File: src/hw/rtl/lfcs_pkg.sv
// Package for the log frame CRC scanner: shared types, codes and constants.
// Holds the byte-wise CRC-32 update used by the frame scan logic.
// No dependencies.
`default_nettype none

package lfcs_pkg;

    localparam int OFFSET_BITS_DEF = 48;
    localparam int HEADER_BYTES    = 1 + 4 + 4;
    localparam int OUT_OFF_W       = 48;
    localparam int MIN_PAYLOAD     = 2;
    localparam int FIFO_DEPTH      = 4;

    localparam logic [31:0] CRC_POLY        = 32'hEDB8_8320;
    localparam logic [31:0] CRC_INIT        = 32'hFFFF_FFFF;
    localparam logic [31:0] PAYLOAD_CAP_RST = 32'd256 * 32'd1024 * 32'd1024;
    localparam logic [3:0]  BODY_START_RST  = 4'd8;
    localparam logic [7:0]  OP_A_RST        = 8'd1;
    localparam logic [7:0]  OP_B_RST        = 8'd2;
    localparam logic [7:0]  OP_C_RST        = 8'd3;
    localparam logic [7:0]  OP_D_RST        = 8'd4;

    typedef enum logic [1:0] {
        PH_HEADER  = 2'd0,
        PH_PAYLOAD = 2'd1,
        PH_DONE    = 2'd2
    } phase_t;

    typedef enum logic [2:0] {
        V_CLEAN     = 3'd0,
        V_TRUNCATE  = 3'd1,
        V_BAD_OP    = 3'd2,
        V_SHORT     = 3'd3,
        V_OVER_CAP  = 3'd4,
        V_MID_CRC   = 3'd5
    } verdict_t;

    typedef enum logic [2:0] {
        REG_FORMAT     = 3'd0,
        REG_BODY_START = 3'd1,
        REG_CAP        = 3'd2,
        REG_OP_A       = 3'd3,
        REG_OP_B       = 3'd4,
        REG_OP_C       = 3'd5,
        REG_OP_D       = 3'd6
    } reg_idx_t;

    typedef struct packed {
        logic        format_current;
        logic [3:0]  body_start;
        logic [31:0] payload_cap;
        logic [7:0]  op_code_a;
        logic [7:0]  op_code_b;
        logic [7:0]  op_code_c;
        logic [7:0]  op_code_d;
    } cfg_t;

    typedef struct packed {
        logic                 result_kind;
        verdict_t             verdict;
        logic [OUT_OFF_W-1:0] frame_offset;
        logic [7:0]           frame_op;
        logic [31:0]          frame_payload_length;
        logic [OUT_OFF_W-1:0] keep_length;
        logic                 last_result;
    } result_t;

    // Up to two results per byte: a good-frame record and then a verdict.
    typedef struct packed {
        logic    v0;
        logic    v1;
        result_t r0;
        result_t r1;
    } push_t;

    function automatic logic [31:0] crc_byte(input logic [31:0] crc, input logic [7:0] b);
        logic [31:0] c;
        c = crc ^ {24'd0, b};
        for (int i = 0; i < 8; i++)
        begin
            c = c[0] ? ((c >> 1) ^ CRC_POLY) : (c >> 1);
        end
        return c;
    endfunction

    function automatic logic [31:0] lane_word(input logic [1:0] lane, input logic [7:0] b);
        return {24'd0, b} << {lane, 3'b000};
    endfunction

endpackage

`default_nettype wire

File: src/hw/rtl/log_frame_crc_scanner_core.sv
// A byte taken is held in the input register and checked there; its results go
// into the result queue. The input stalls while the queue lacks room for two.
// Throughput: else one byte per cycle; the per-byte CRC-32 update and header
// checks sit between the input register and the four-entry result queue.
// A byte that ends a good frame at end of file gives two results, which leave
// over two output transfers. Reset (rst_n low, asynchronous) restores register
// defaults, empties the queue and arms the scan at the body start offset.
`default_nettype none

module log_frame_crc_scanner_core
#(
    parameter int OFFSET_BITS = lfcs_pkg::OFFSET_BITS_DEF
)
(
    input  wire logic                          clk,
    input  wire logic                          rst_n,
    input  wire logic                          cfg_we,
    input  wire logic [2:0]                    cfg_index,
    input  wire logic [31:0]                   cfg_wdata,
    input  wire logic                          in_valid,
    output logic                               in_stall,
    input  wire logic [7:0]                    data_byte,
    input  wire logic                          end_of_file,
    output logic                               out_valid,
    input  wire logic                          out_stall,
    output logic                               result_kind,
    output logic [2:0]                         verdict,
    output logic [lfcs_pkg::OUT_OFF_W-1:0]     frame_offset,
    output logic [7:0]                         frame_op,
    output logic [31:0]                        frame_payload_length,
    output logic [lfcs_pkg::OUT_OFF_W-1:0]     keep_length,
    output logic                               last_result
);

    lfcs_pkg::cfg_t    cfg;
    logic              bs_wr;
    logic [3:0]        bs_val;
    lfcs_pkg::push_t   push;
    logic              room;
    lfcs_pkg::result_t head;

    lfcs_cfg_regs u_cfg
    (
        .clk       (clk),
        .rst_n     (rst_n),
        .cfg_we    (cfg_we),
        .cfg_index (cfg_index),
        .cfg_wdata (cfg_wdata),
        .cfg       (cfg),
        .bs_wr     (bs_wr),
        .bs_val    (bs_val)
    );

    lfcs_scan #(.OFFSET_BITS(OFFSET_BITS)) u_scan
    (
        .clk         (clk),
        .rst_n       (rst_n),
        .data_byte   (data_byte),
        .end_of_file (end_of_file),
        .in_valid    (in_valid),
        .in_stall    (in_stall),
        .room        (room),
        .cfg         (cfg),
        .bs_wr       (bs_wr),
        .bs_val      (bs_val),
        .push        (push)
    );

    lfcs_out_fifo u_fifo
    (
        .clk       (clk),
        .rst_n     (rst_n),
        .push      (push),
        .room      (room),
        .out_valid (out_valid),
        .out_stall (out_stall),
        .head      (head)
    );

    assign result_kind          = head.result_kind;
    assign verdict              = head.verdict;
    assign frame_offset         = head.frame_offset;
    assign frame_op             = head.frame_op;
    assign frame_payload_length = head.frame_payload_length;
    assign keep_length          = head.keep_length;
    assign last_result          = head.last_result;

endmodule

`default_nettype wire

File: src/hw/rtl/lfcs_cfg_regs.sv
// Configuration register bank of the log frame CRC scanner.
// Depends on lfcs_pkg for the register indexes and the cfg_t struct.
`default_nettype none

module lfcs_cfg_regs
(
    input  wire logic               clk,
    input  wire logic               rst_n,
    input  wire logic               cfg_we,
    input  wire logic [2:0]         cfg_index,
    input  wire logic [31:0]        cfg_wdata,
    output lfcs_pkg::cfg_t          cfg,
    output logic                    bs_wr,
    output logic [3:0]              bs_val
);

    lfcs_pkg::cfg_t cfg_reg;

    always_ff @(posedge clk or negedge rst_n)
    begin
        if (!rst_n)
        begin
            cfg_reg.format_current <= 1'b1;
            cfg_reg.body_start     <= lfcs_pkg::BODY_START_RST;
            cfg_reg.payload_cap    <= lfcs_pkg::PAYLOAD_CAP_RST;
            cfg_reg.op_code_a      <= lfcs_pkg::OP_A_RST;
            cfg_reg.op_code_b      <= lfcs_pkg::OP_B_RST;
            cfg_reg.op_code_c      <= lfcs_pkg::OP_C_RST;
            cfg_reg.op_code_d      <= lfcs_pkg::OP_D_RST;
        end
        else if (cfg_we)
        begin
            case (cfg_index)
                lfcs_pkg::REG_FORMAT:     cfg_reg.format_current <= cfg_wdata[0];
                lfcs_pkg::REG_BODY_START: cfg_reg.body_start     <= cfg_wdata[3:0];
                lfcs_pkg::REG_CAP:        cfg_reg.payload_cap    <= cfg_wdata;
                lfcs_pkg::REG_OP_A:       cfg_reg.op_code_a      <= cfg_wdata[7:0];
                lfcs_pkg::REG_OP_B:       cfg_reg.op_code_b      <= cfg_wdata[7:0];
                lfcs_pkg::REG_OP_C:       cfg_reg.op_code_c      <= cfg_wdata[7:0];
                lfcs_pkg::REG_OP_D:       cfg_reg.op_code_d      <= cfg_wdata[7:0];
                default: ;
            endcase
        end
    end

    assign cfg    = cfg_reg;
    // The scan logic re-arms on a body start write while no byte of the file was taken.
    assign bs_wr  = cfg_we && (cfg_index == lfcs_pkg::REG_BODY_START);
    assign bs_val = cfg_wdata[3:0];

endmodule

`default_nettype wire

File: src/hw/rtl/lfcs_scan.sv
// Frame scan stage: input register, frame state and the per-byte check logic.
// Depends on lfcs_pkg for types, codes and the CRC-32 byte update.
`default_nettype none

module lfcs_scan
#(
    parameter int OFFSET_BITS = lfcs_pkg::OFFSET_BITS_DEF
)
(
    input  wire logic           clk,
    input  wire logic           rst_n,
    input  wire logic [7:0]     data_byte,
    input  wire logic           end_of_file,
    input  wire logic           in_valid,
    output logic                in_stall,
    input  wire logic           room,
    input  wire lfcs_pkg::cfg_t cfg,
    input  wire logic           bs_wr,
    input  wire logic [3:0]     bs_val,
    output lfcs_pkg::push_t     push
);

    localparam logic [3:0] HDR_LAST = 4'(lfcs_pkg::HEADER_BYTES - 1);

    logic                   in_vld_reg, in_vld_next;
    logic [7:0]             in_byte_reg;
    logic                   in_eof_reg;

    lfcs_pkg::phase_t       phase_reg, phase_next;
    logic [3:0]             hdr_cnt_reg, hdr_cnt_next;
    logic [7:0]             held_op_reg, held_op_next;
    logic [31:0]            stored_crc_reg, stored_crc_next;
    logic [31:0]            pay_len_reg, pay_len_next;
    logic [31:0]            pay_left_reg, pay_left_next;
    logic [31:0]            crc_reg, crc_next;
    logic [OFFSET_BITS-1:0] cursor_reg, cursor_next;
    logic [OFFSET_BITS-1:0] begin_reg, begin_next;
    logic [OFFSET_BITS-1:0] good_end_reg, good_end_next;
    logic                   started_reg, started_next;

    logic                   step;
    logic                   accept;
    logic [31:0]            crc_src;
    logic [31:0]            crc_new;
    logic                   op_ok;
    logic [31:0]            left_dec;
    logic                   v_hit;
    logic                   rec_hit;
    lfcs_pkg::verdict_t     v_code;
    logic                   rearm;
    logic [OFFSET_BITS-1:0] rearm_off;
    logic [63:0]            begin_wide;
    logic [63:0]            good_wide;
    lfcs_pkg::result_t      rec;
    lfcs_pkg::result_t      ver;

    // A held byte is worked on once the result queue can take two entries.
    assign step     = in_vld_reg && room;
    assign in_stall = in_vld_reg && !room;
    assign accept   = in_valid && !in_stall;

    always_comb
    begin
        in_vld_next = in_vld_reg;
        if (accept)
        begin
            in_vld_next = 1'b1;
        end
        else if (step)
        begin
            in_vld_next = 1'b0;
        end
    end

    always_ff @(posedge clk or negedge rst_n)
    begin
        if (!rst_n)
        begin
            in_vld_reg <= 1'b0;
        end
        else
        begin
            in_vld_reg <= in_vld_next;
        end
    end

    always_ff @(posedge clk)
    begin
        if (accept)
        begin
            in_byte_reg <= data_byte;
            in_eof_reg  <= end_of_file;
        end
    end

    // The first header byte restarts the checksum.
    assign crc_src = (phase_reg == lfcs_pkg::PH_HEADER && hdr_cnt_reg == 4'd0)
                     ? lfcs_pkg::CRC_INIT : crc_reg;
    assign crc_new = lfcs_pkg::crc_byte(crc_src, in_byte_reg);

    always_comb
    begin
        phase_next      = phase_reg;
        hdr_cnt_next    = hdr_cnt_reg;
        held_op_next    = held_op_reg;
        stored_crc_next = stored_crc_reg;
        pay_len_next    = pay_len_reg;
        pay_left_next   = pay_left_reg;
        crc_next        = crc_reg;
        cursor_next     = cursor_reg;
        begin_next      = begin_reg;
        good_end_next   = good_end_reg;
        started_next    = started_reg;
        v_hit           = 1'b0;
        rec_hit         = 1'b0;
        v_code          = lfcs_pkg::V_CLEAN;
        op_ok           = 1'b0;
        left_dec        = pay_left_reg;

        if (step)
        begin
            case (phase_reg)
                lfcs_pkg::PH_HEADER:
                begin
                    if (hdr_cnt_reg == 4'd0)
                    begin
                        begin_next      = cursor_reg;
                        stored_crc_next = 32'd0;
                        pay_len_next    = 32'd0;
                        held_op_next    = in_byte_reg;
                        crc_next        = crc_new;
                    end
                    else if (hdr_cnt_reg <= 4'd4)
                    begin
                        stored_crc_next = cfg.format_current
                            ? {stored_crc_reg[23:0], in_byte_reg}
                            : stored_crc_reg
                              | lfcs_pkg::lane_word(2'(hdr_cnt_reg - 4'd1), in_byte_reg);
                    end
                    else
                    begin
                        pay_len_next = cfg.format_current
                            ? {pay_len_reg[23:0], in_byte_reg}
                            : pay_len_reg
                              | lfcs_pkg::lane_word(2'(hdr_cnt_reg - 4'd5), in_byte_reg);
                        crc_next = crc_new;
                    end

                    op_ok = held_op_next == cfg.op_code_a || held_op_next == cfg.op_code_b
                         || held_op_next == cfg.op_code_c || held_op_next == cfg.op_code_d;

                    if (hdr_cnt_reg == HDR_LAST)
                    begin
                        hdr_cnt_next = 4'd0;
                        if (!op_ok)
                        begin
                            v_hit  = 1'b1;
                            v_code = cfg.format_current ? lfcs_pkg::V_BAD_OP
                                                        : lfcs_pkg::V_TRUNCATE;
                        end
                        else if (pay_len_next < 32'(lfcs_pkg::MIN_PAYLOAD))
                        begin
                            v_hit  = 1'b1;
                            v_code = cfg.format_current ? lfcs_pkg::V_SHORT
                                                        : lfcs_pkg::V_TRUNCATE;
                        end
                        else if (pay_len_next > cfg.payload_cap)
                        begin
                            v_hit  = 1'b1;
                            v_code = lfcs_pkg::V_OVER_CAP;
                        end
                        else if (in_eof_reg)
                        begin
                            v_hit  = 1'b1;
                            v_code = lfcs_pkg::V_TRUNCATE;
                        end
                        else
                        begin
                            phase_next    = lfcs_pkg::PH_PAYLOAD;
                            pay_left_next = pay_len_next;
                        end
                    end
                    else
                    begin
                        hdr_cnt_next = hdr_cnt_reg + 4'd1;
                        if (in_eof_reg)
                        begin
                            v_hit  = 1'b1;
                            v_code = lfcs_pkg::V_TRUNCATE;
                        end
                    end
                end
                lfcs_pkg::PH_PAYLOAD:
                begin
                    crc_next      = crc_new;
                    left_dec      = (pay_left_reg != 32'd0) ? pay_left_reg - 32'd1
                                                            : pay_left_reg;
                    pay_left_next = left_dec;
                    if (left_dec == 32'd0)
                    begin
                        if (~crc_new == stored_crc_reg)
                        begin
                            good_end_next = cursor_reg + OFFSET_BITS'(1);
                            rec_hit       = 1'b1;
                            phase_next    = lfcs_pkg::PH_HEADER;
                            hdr_cnt_next  = 4'd0;
                            if (in_eof_reg)
                            begin
                                v_hit  = 1'b1;
                                v_code = lfcs_pkg::V_CLEAN;
                            end
                        end
                        else
                        begin
                            v_hit  = 1'b1;
                            v_code = in_eof_reg ? lfcs_pkg::V_TRUNCATE
                                                : lfcs_pkg::V_MID_CRC;
                        end
                    end
                    else if (in_eof_reg)
                    begin
                        v_hit  = 1'b1;
                        v_code = lfcs_pkg::V_TRUNCATE;
                    end
                end
                default: ;
            endcase

            cursor_next  = cursor_reg + OFFSET_BITS'(1);
            started_next = 1'b1;
            if (v_hit)
            begin
                phase_next = lfcs_pkg::PH_DONE;
            end
        end

        // Offsets leave the block on 48-bit fields whatever the internal width.
        begin_wide = 64'(begin_next);
        good_wide  = 64'(good_end_next);

        rec.result_kind          = 1'b0;
        rec.verdict              = lfcs_pkg::V_CLEAN;
        rec.frame_offset         = begin_wide[lfcs_pkg::OUT_OFF_W-1:0];
        rec.frame_op             = held_op_reg;
        rec.frame_payload_length = pay_len_reg;
        rec.keep_length          = good_wide[lfcs_pkg::OUT_OFF_W-1:0];
        rec.last_result          = !v_hit;

        ver.result_kind          = 1'b1;
        ver.verdict              = v_code;
        ver.frame_offset         = (v_code == lfcs_pkg::V_CLEAN)
                                   ? good_wide[lfcs_pkg::OUT_OFF_W-1:0]
                                   : begin_wide[lfcs_pkg::OUT_OFF_W-1:0];
        ver.frame_op             = 8'd0;
        ver.frame_payload_length = 32'd0;
        ver.keep_length          = good_wide[lfcs_pkg::OUT_OFF_W-1:0];
        ver.last_result          = 1'b1;

        push.v0 = rec_hit || v_hit;
        push.v1 = rec_hit && v_hit;
        push.r0 = rec_hit ? rec : ver;
        push.r1 = ver;

        // End of file re-arms for the next file; so does a body start write
        // before the first byte of a file.
        rearm     = (step && in_eof_reg) || (!step && bs_wr && !started_reg);
        rearm_off = step ? OFFSET_BITS'(cfg.body_start) : OFFSET_BITS'(bs_val);
        if (rearm)
        begin
            phase_next      = lfcs_pkg::PH_HEADER;
            hdr_cnt_next    = 4'd0;
            held_op_next    = 8'd0;
            stored_crc_next = 32'd0;
            pay_len_next    = 32'd0;
            pay_left_next   = 32'd0;
            crc_next        = lfcs_pkg::CRC_INIT;
            cursor_next     = rearm_off;
            begin_next      = rearm_off;
            good_end_next   = rearm_off;
            started_next    = 1'b0;
        end
    end

    always_ff @(posedge clk or negedge rst_n)
    begin
        if (!rst_n)
        begin
            phase_reg      <= lfcs_pkg::PH_HEADER;
            hdr_cnt_reg    <= 4'd0;
            held_op_reg    <= 8'd0;
            stored_crc_reg <= 32'd0;
            pay_len_reg    <= 32'd0;
            pay_left_reg   <= 32'd0;
            crc_reg        <= lfcs_pkg::CRC_INIT;
            cursor_reg     <= OFFSET_BITS'(lfcs_pkg::BODY_START_RST);
            begin_reg      <= OFFSET_BITS'(lfcs_pkg::BODY_START_RST);
            good_end_reg   <= OFFSET_BITS'(lfcs_pkg::BODY_START_RST);
            started_reg    <= 1'b0;
        end
        else
        begin
            phase_reg      <= phase_next;
            hdr_cnt_reg    <= hdr_cnt_next;
            held_op_reg    <= held_op_next;
            stored_crc_reg <= stored_crc_next;
            pay_len_reg    <= pay_len_next;
            pay_left_reg   <= pay_left_next;
            crc_reg        <= crc_next;
            cursor_reg     <= cursor_next;
            begin_reg      <= begin_next;
            good_end_reg   <= good_end_next;
            started_reg    <= started_next;
        end
    end

endmodule

`default_nettype wire

File: src/hw/rtl/lfcs_out_fifo.sv
// Result queue of the log frame CRC scanner: takes up to two results per
// cycle and hands out one per output transfer. Depends on lfcs_pkg.
`default_nettype none

module lfcs_out_fifo
(
    input  wire logic            clk,
    input  wire logic            rst_n,
    input  wire lfcs_pkg::push_t push,
    output logic                 room,
    output logic                 out_valid,
    input  wire logic            out_stall,
    output lfcs_pkg::result_t    head
);

    localparam int DEPTH = lfcs_pkg::FIFO_DEPTH;
    localparam int PW    = $clog2(DEPTH);
    localparam int CW    = $clog2(DEPTH + 1);

    lfcs_pkg::result_t mem [DEPTH];

    logic [PW-1:0] wr_ptr_reg, wr_ptr_next;
    logic [PW-1:0] rd_ptr_reg, rd_ptr_next;
    logic [CW-1:0] count_reg, count_next;
    logic          pop;
    logic [CW-1:0] n_push;

    assign out_valid = count_reg != CW'(0);
    assign head      = mem[rd_ptr_reg];
    assign pop       = out_valid && !out_stall;
    // Room for the worst case of two results from one byte.
    assign room      = count_reg <= CW'(DEPTH - 2);
    assign n_push    = CW'(push.v0) + CW'(push.v1);

    always_comb
    begin
        wr_ptr_next = wr_ptr_reg + PW'(n_push);
        rd_ptr_next = pop ? rd_ptr_reg + PW'(1) : rd_ptr_reg;
        count_next  = count_reg + n_push - CW'(pop);
    end

    always_ff @(posedge clk)
    begin
        if (push.v0)
        begin
            mem[wr_ptr_reg] <= push.r0;
        end
        if (push.v1)
        begin
            mem[wr_ptr_reg + PW'(1)] <= push.r1;
        end
    end

    always_ff @(posedge clk or negedge rst_n)
    begin
        if (!rst_n)
        begin
            wr_ptr_reg <= '0;
            rd_ptr_reg <= '0;
            count_reg  <= '0;
        end
        else
        begin
            wr_ptr_reg <= wr_ptr_next;
            rd_ptr_reg <= rd_ptr_next;
            count_reg  <= count_next;
        end
    end

endmodule

`default_nettype wire

File: config.mk
export PLATFORM = sky130hd
export DESIGN_NAME = log_frame_crc_scanner_core
export DESIGN_NICKNAME = d
export VERILOG_FILES = /design/src/hw/rtl/lfcs_pkg.sv /design/src/hw/rtl/log_frame_crc_scanner_core.sv /design/src/hw/rtl/lfcs_cfg_regs.sv /design/src/hw/rtl/lfcs_scan.sv /design/src/hw/rtl/lfcs_out_fifo.sv
export SDC_FILE = /design/constraint.sdc
export NUM_CORES = 2
export LEC_CHECK = 0
export BUFFER_PORTS_ARGS = -buffer_cell sky130_fd_sc_hd__buf_2
export CAP_MARGIN = 20
export CORE_MARGIN = 5
export CORE_UTILIZATION = 30
export CTS_CLUSTER_SIZE = 28
export DETAILED_ROUTE_END_ITERATION = 10
export PLACE_DENSITY = 0.5
export SLEW_MARGIN = 40
export SYNTH_ARGS = -nofsm -noshare
export SYNTH_HDL_FRONTEND = slang
export SYNTH_SLANG_ARGS = --single-unit
File: constraint.sdc
create_clock -name clk -period 8.44 [get_ports clk]
set_input_delay 0.422 -clock clk [delete_from_list [all_inputs] [get_ports clk]]
set_output_delay 0.422 -clock clk [all_outputs]
set_load 0.02 [all_outputs]
==> impl_metrics.toml <==
[setup_path]
start_kind = "flop"
critPathRequiredTime_ns = 8.85
crit_fanout = 45
arrival_ns = 7.75
path_class = "flop to flop"
cp-end-kind = "flop"
ff2ff_setup_slack_ns = 1.10
cp_slowest_cell = "a21oi_1"
cpPeakStageDelay_ns = 0.72

[logic_synthesis]
synth-simple-area-share_pct = 9.77
synthMuxAreaShare_pct = 10.5
yosysTopAreaCellShare_pct = 26.2
synth-warning-count = 0
synthXorXnorAreaFrac_pct = 6.16
ys_seq_area_share_pct = 53.1
synthesis.nets = 4067
ys_ff_latch = 937
ys.flop_type = "edfxtp_1"
async_flop_share_pct = 38.8
syn_avg_cell_area_um2 = 11.7
syn-instance-count = 3974
synth_compound_area_share_pct = 15.1
synth-adder-area-share_pct = 1.22
ys_types = 108
yosys.area.top_type = "edfxtp_1"
synth-edff-count = 405
synth_top_family_by_area = "compound AO/OA/AOI/OAI gates"
synth_area_leaders = "edfxtp_1 (26%), dfrtp_1 (17%), dfxtp_1 (7.2%)"
synthesis.area_um2 = 46500

[detailed_routing]
vias = 33300
first_pass_iters = 6
vias_per_cell = 5.37
ant_nets = 0
wirelength_um = 151000
initialDrtViolationCount = 2621
drc = 0
wl_per_cell_um = 24.3

[run_status]
status = "finished clean"

[die]
row_count = 144
core-area_um2 = 154000
die_h_um = 404
io_pins = 192
die_w_um = 404
start_util_pct = 30.2
die_area_um2 = 163000

[timing]
setup_viol = 0
skew_ns = 0.0297
tns_ns = 0
final.min_clock_period_ns = 7.34
max_slew.worst_pin.slew_ns = 0.872
rsz0062_at_grt = "no"
hold_viol = 0
relSlewSlack_pct = 41.4
post-route-period-util_pct = 87.0
fmax_ghz = 0.136
finalMaxSlewViolations = 0

[power]
power_frac_comb_pct = 45.9
seqPwrFrac_pct = 30.8
intPower_uw = 12100
power_leakage_uw = 0.0205
ir_drop_uv = 258
switching_share_pct = 42.3
power_switching_uw = 8850
pwr-share-clk_pct = 23.2
power_density_nw_per_um2 = 390

[placed_design]
port_buffers = 191
gp_congestion = 0.898
dp_hpwl_um = 98200
dp.cells = 5973

[layout]
layout_commonest_cell = "nor2_1"
final_cells = 6214
areaGrowthSynthToFinish_pct = 15.2
largest_reg_flops = 564
drive_gt1_share_pct = 19.0
final_core_util_pct = 34.8
final_cell_mix = "nor2_1 (426), edfxtp_1 (405), dfrtp_1 (319), nand2_1 (271), o21ai_0 (207)"
nNetsFinal = 4168

[grt]
busiest_layer = "met2"
grt_pass1_wl_um = 228000
grt_max_degree = 101
grtUsageMet3_pct = 3.47
gr-total-overflow = 0
grt.total_usage_pct = 18.2
antenna_found_initial = 5
grt_pass1_vias = 34000
gr-usage-met2_pct = 29.2
grtUsageMet1_pct = 25.4

[clock_tree]
cts_buffers = 107
ctsResizeCount = 0
clock_latency_ns = 0.72
cts.root.buffer_cell = "clkbuf_16"
cts_sinks = 937
h-tree-depth = 3
clk_pin_slew_ns = 0.06
cts_tree = "done"
clockBufferDepth = 3

[worst_hold_path]
holdCritPathClass = "input port to flop"

[flow_run]
maxCapViolCount = 0
-- layer usage --
| layer | vias up | part of all wire [%] |
|---|---|---|
| met2 | 1053 | 46 |
| met5 | - | 0.0086 |
| li1 | 15000 | - |
| met1 | 17000 | 45 |
| met4 | 2 | 2.1 |
| met3 | 201 | 6.5 |
-- repair_timing --
action	4_1_cts	5_1_grt
hold buffers	37	0
hold endpoints to repair	71	0
setup buffers	0	0
-- cells in the mapped netlist (39+ instances only) --
| library cell | instances |
|---|---|
| nor2_1 | 432 |
| edfxtp_1 | 405 |
| dfrtp_1 | 321 |
| nand2_1 | 273 |
| o21ai_0 | 208 |
| a22o_1 | 199 |
| o22ai_1 | 199 |
| clkbuf_1 | 190 |
| dfxtp_1 | 168 |
| xnor2_1 | 152 |
| a21oi_1 | 147 |
| mux4_2 | 141 |
| inv_1 | 91 |
| mux2i_1 | 82 |
| xor2_1 | 60 |
| buf_2 | 46 |
| dfstp_2 | 43 |
| ha_1 | 43 |
| buf_1 | 41 |
| nand3_1 | 40 |
| mux2_2 | 39 |
| o31ai_1 | 39 |
-- path summary, 6_finish.rpt --
kind	endpoint	from	depth (start not counted)
max in group asynchronous	u_scan.good_end_reg[12]	rst_n	4
worst max register to register	u_fifo.mem[2][122]	u_scan.hdr_cnt_reg[0]	25
worst min register to register	u_fifo.mem[2][80]	u_fifo.mem[2][80]	1
worst min-delay path	u_cfg.cfg[39]	cfg_wdata[7]	3
min in group asynchronous	u_scan.in_vld_reg	rst_n	2
worst max-delay path	u_fifo.mem[2][122]	u_scan.hdr_cnt_reg[0]	25
-- power by group through the flow --
| stage | clock [µW] | sequential, µW | combinational [µW] |
|---|---|---|---|
| 3_3_place_gp | 0 | 6560 | 9470 |
| 4_1_cts | 4970 | 6430 | 9610 |
| 6_report | 4850 | 6450 | 9600 |
| 2_1_floorplan | 0 | 5940 | 7050 |
| 3_5_place_dp | 0 | 6520 | 9540 |
| 5_1_grt | 5160 | 6540 | 10300 |
-- per-stage QoR --
step / area (µm²) / setup WS [ns] / hold slack (ns) / power (µW)
final: 53600 / 1.10 / 0.0664 / 20900
after global routing: 53500 / 0.557 / 0.0404 / 22000
after CTS: 53500 / 1.15 / 0.00279 / 21000
after detailed placement: 49500 / 1.23 / 0.431 / 16100
after global placement: 49300 / 1.31 / 0.427 / 16000
after floorplan: 46500 / 1.21 / 0.126 / 13000
-- cell type report --
cell class              instances  area, µm²
diodes                          1       2.50
clock buffers                 149       2980
clock inverters                54        671
fillers                     15300     100000
inverters                      92        358
multi-input cells            2622      20100
flip-flops and latches        937      24700
well taps                    2044       2560
repair buffers                315       2160
-- critical path: cells and delay by family, from the launching register on --
kind | cells | cell delay, ns
AO/OA/AOI/OAI | 11 | 2.73
AND/OR/NAND/NOR | 8 | 2.05
adder cells (fa/ha/maj) | 3 | 0.89
buffers and inverters | 3 | 0.82
flip-flops | 1 | 0.47
-- cells by family (layout without fill, tap and decap cells) --
| logic type | Yosys count | count (layout) |
|---|---|---|
| other cells | 0 | 1 |
| buf+inv | 415 | 610 |
| compound gates | 1022 | 1022 |
| fa+ha+maj | 45 | 45 |
| xor+xnor | 257 | 257 |
| flops | 937 | 937 |
| mux | 295 | 295 |
| simple gates | 1003 | 1003 |
Note: power is estimated with default switching activity, not from simulation.
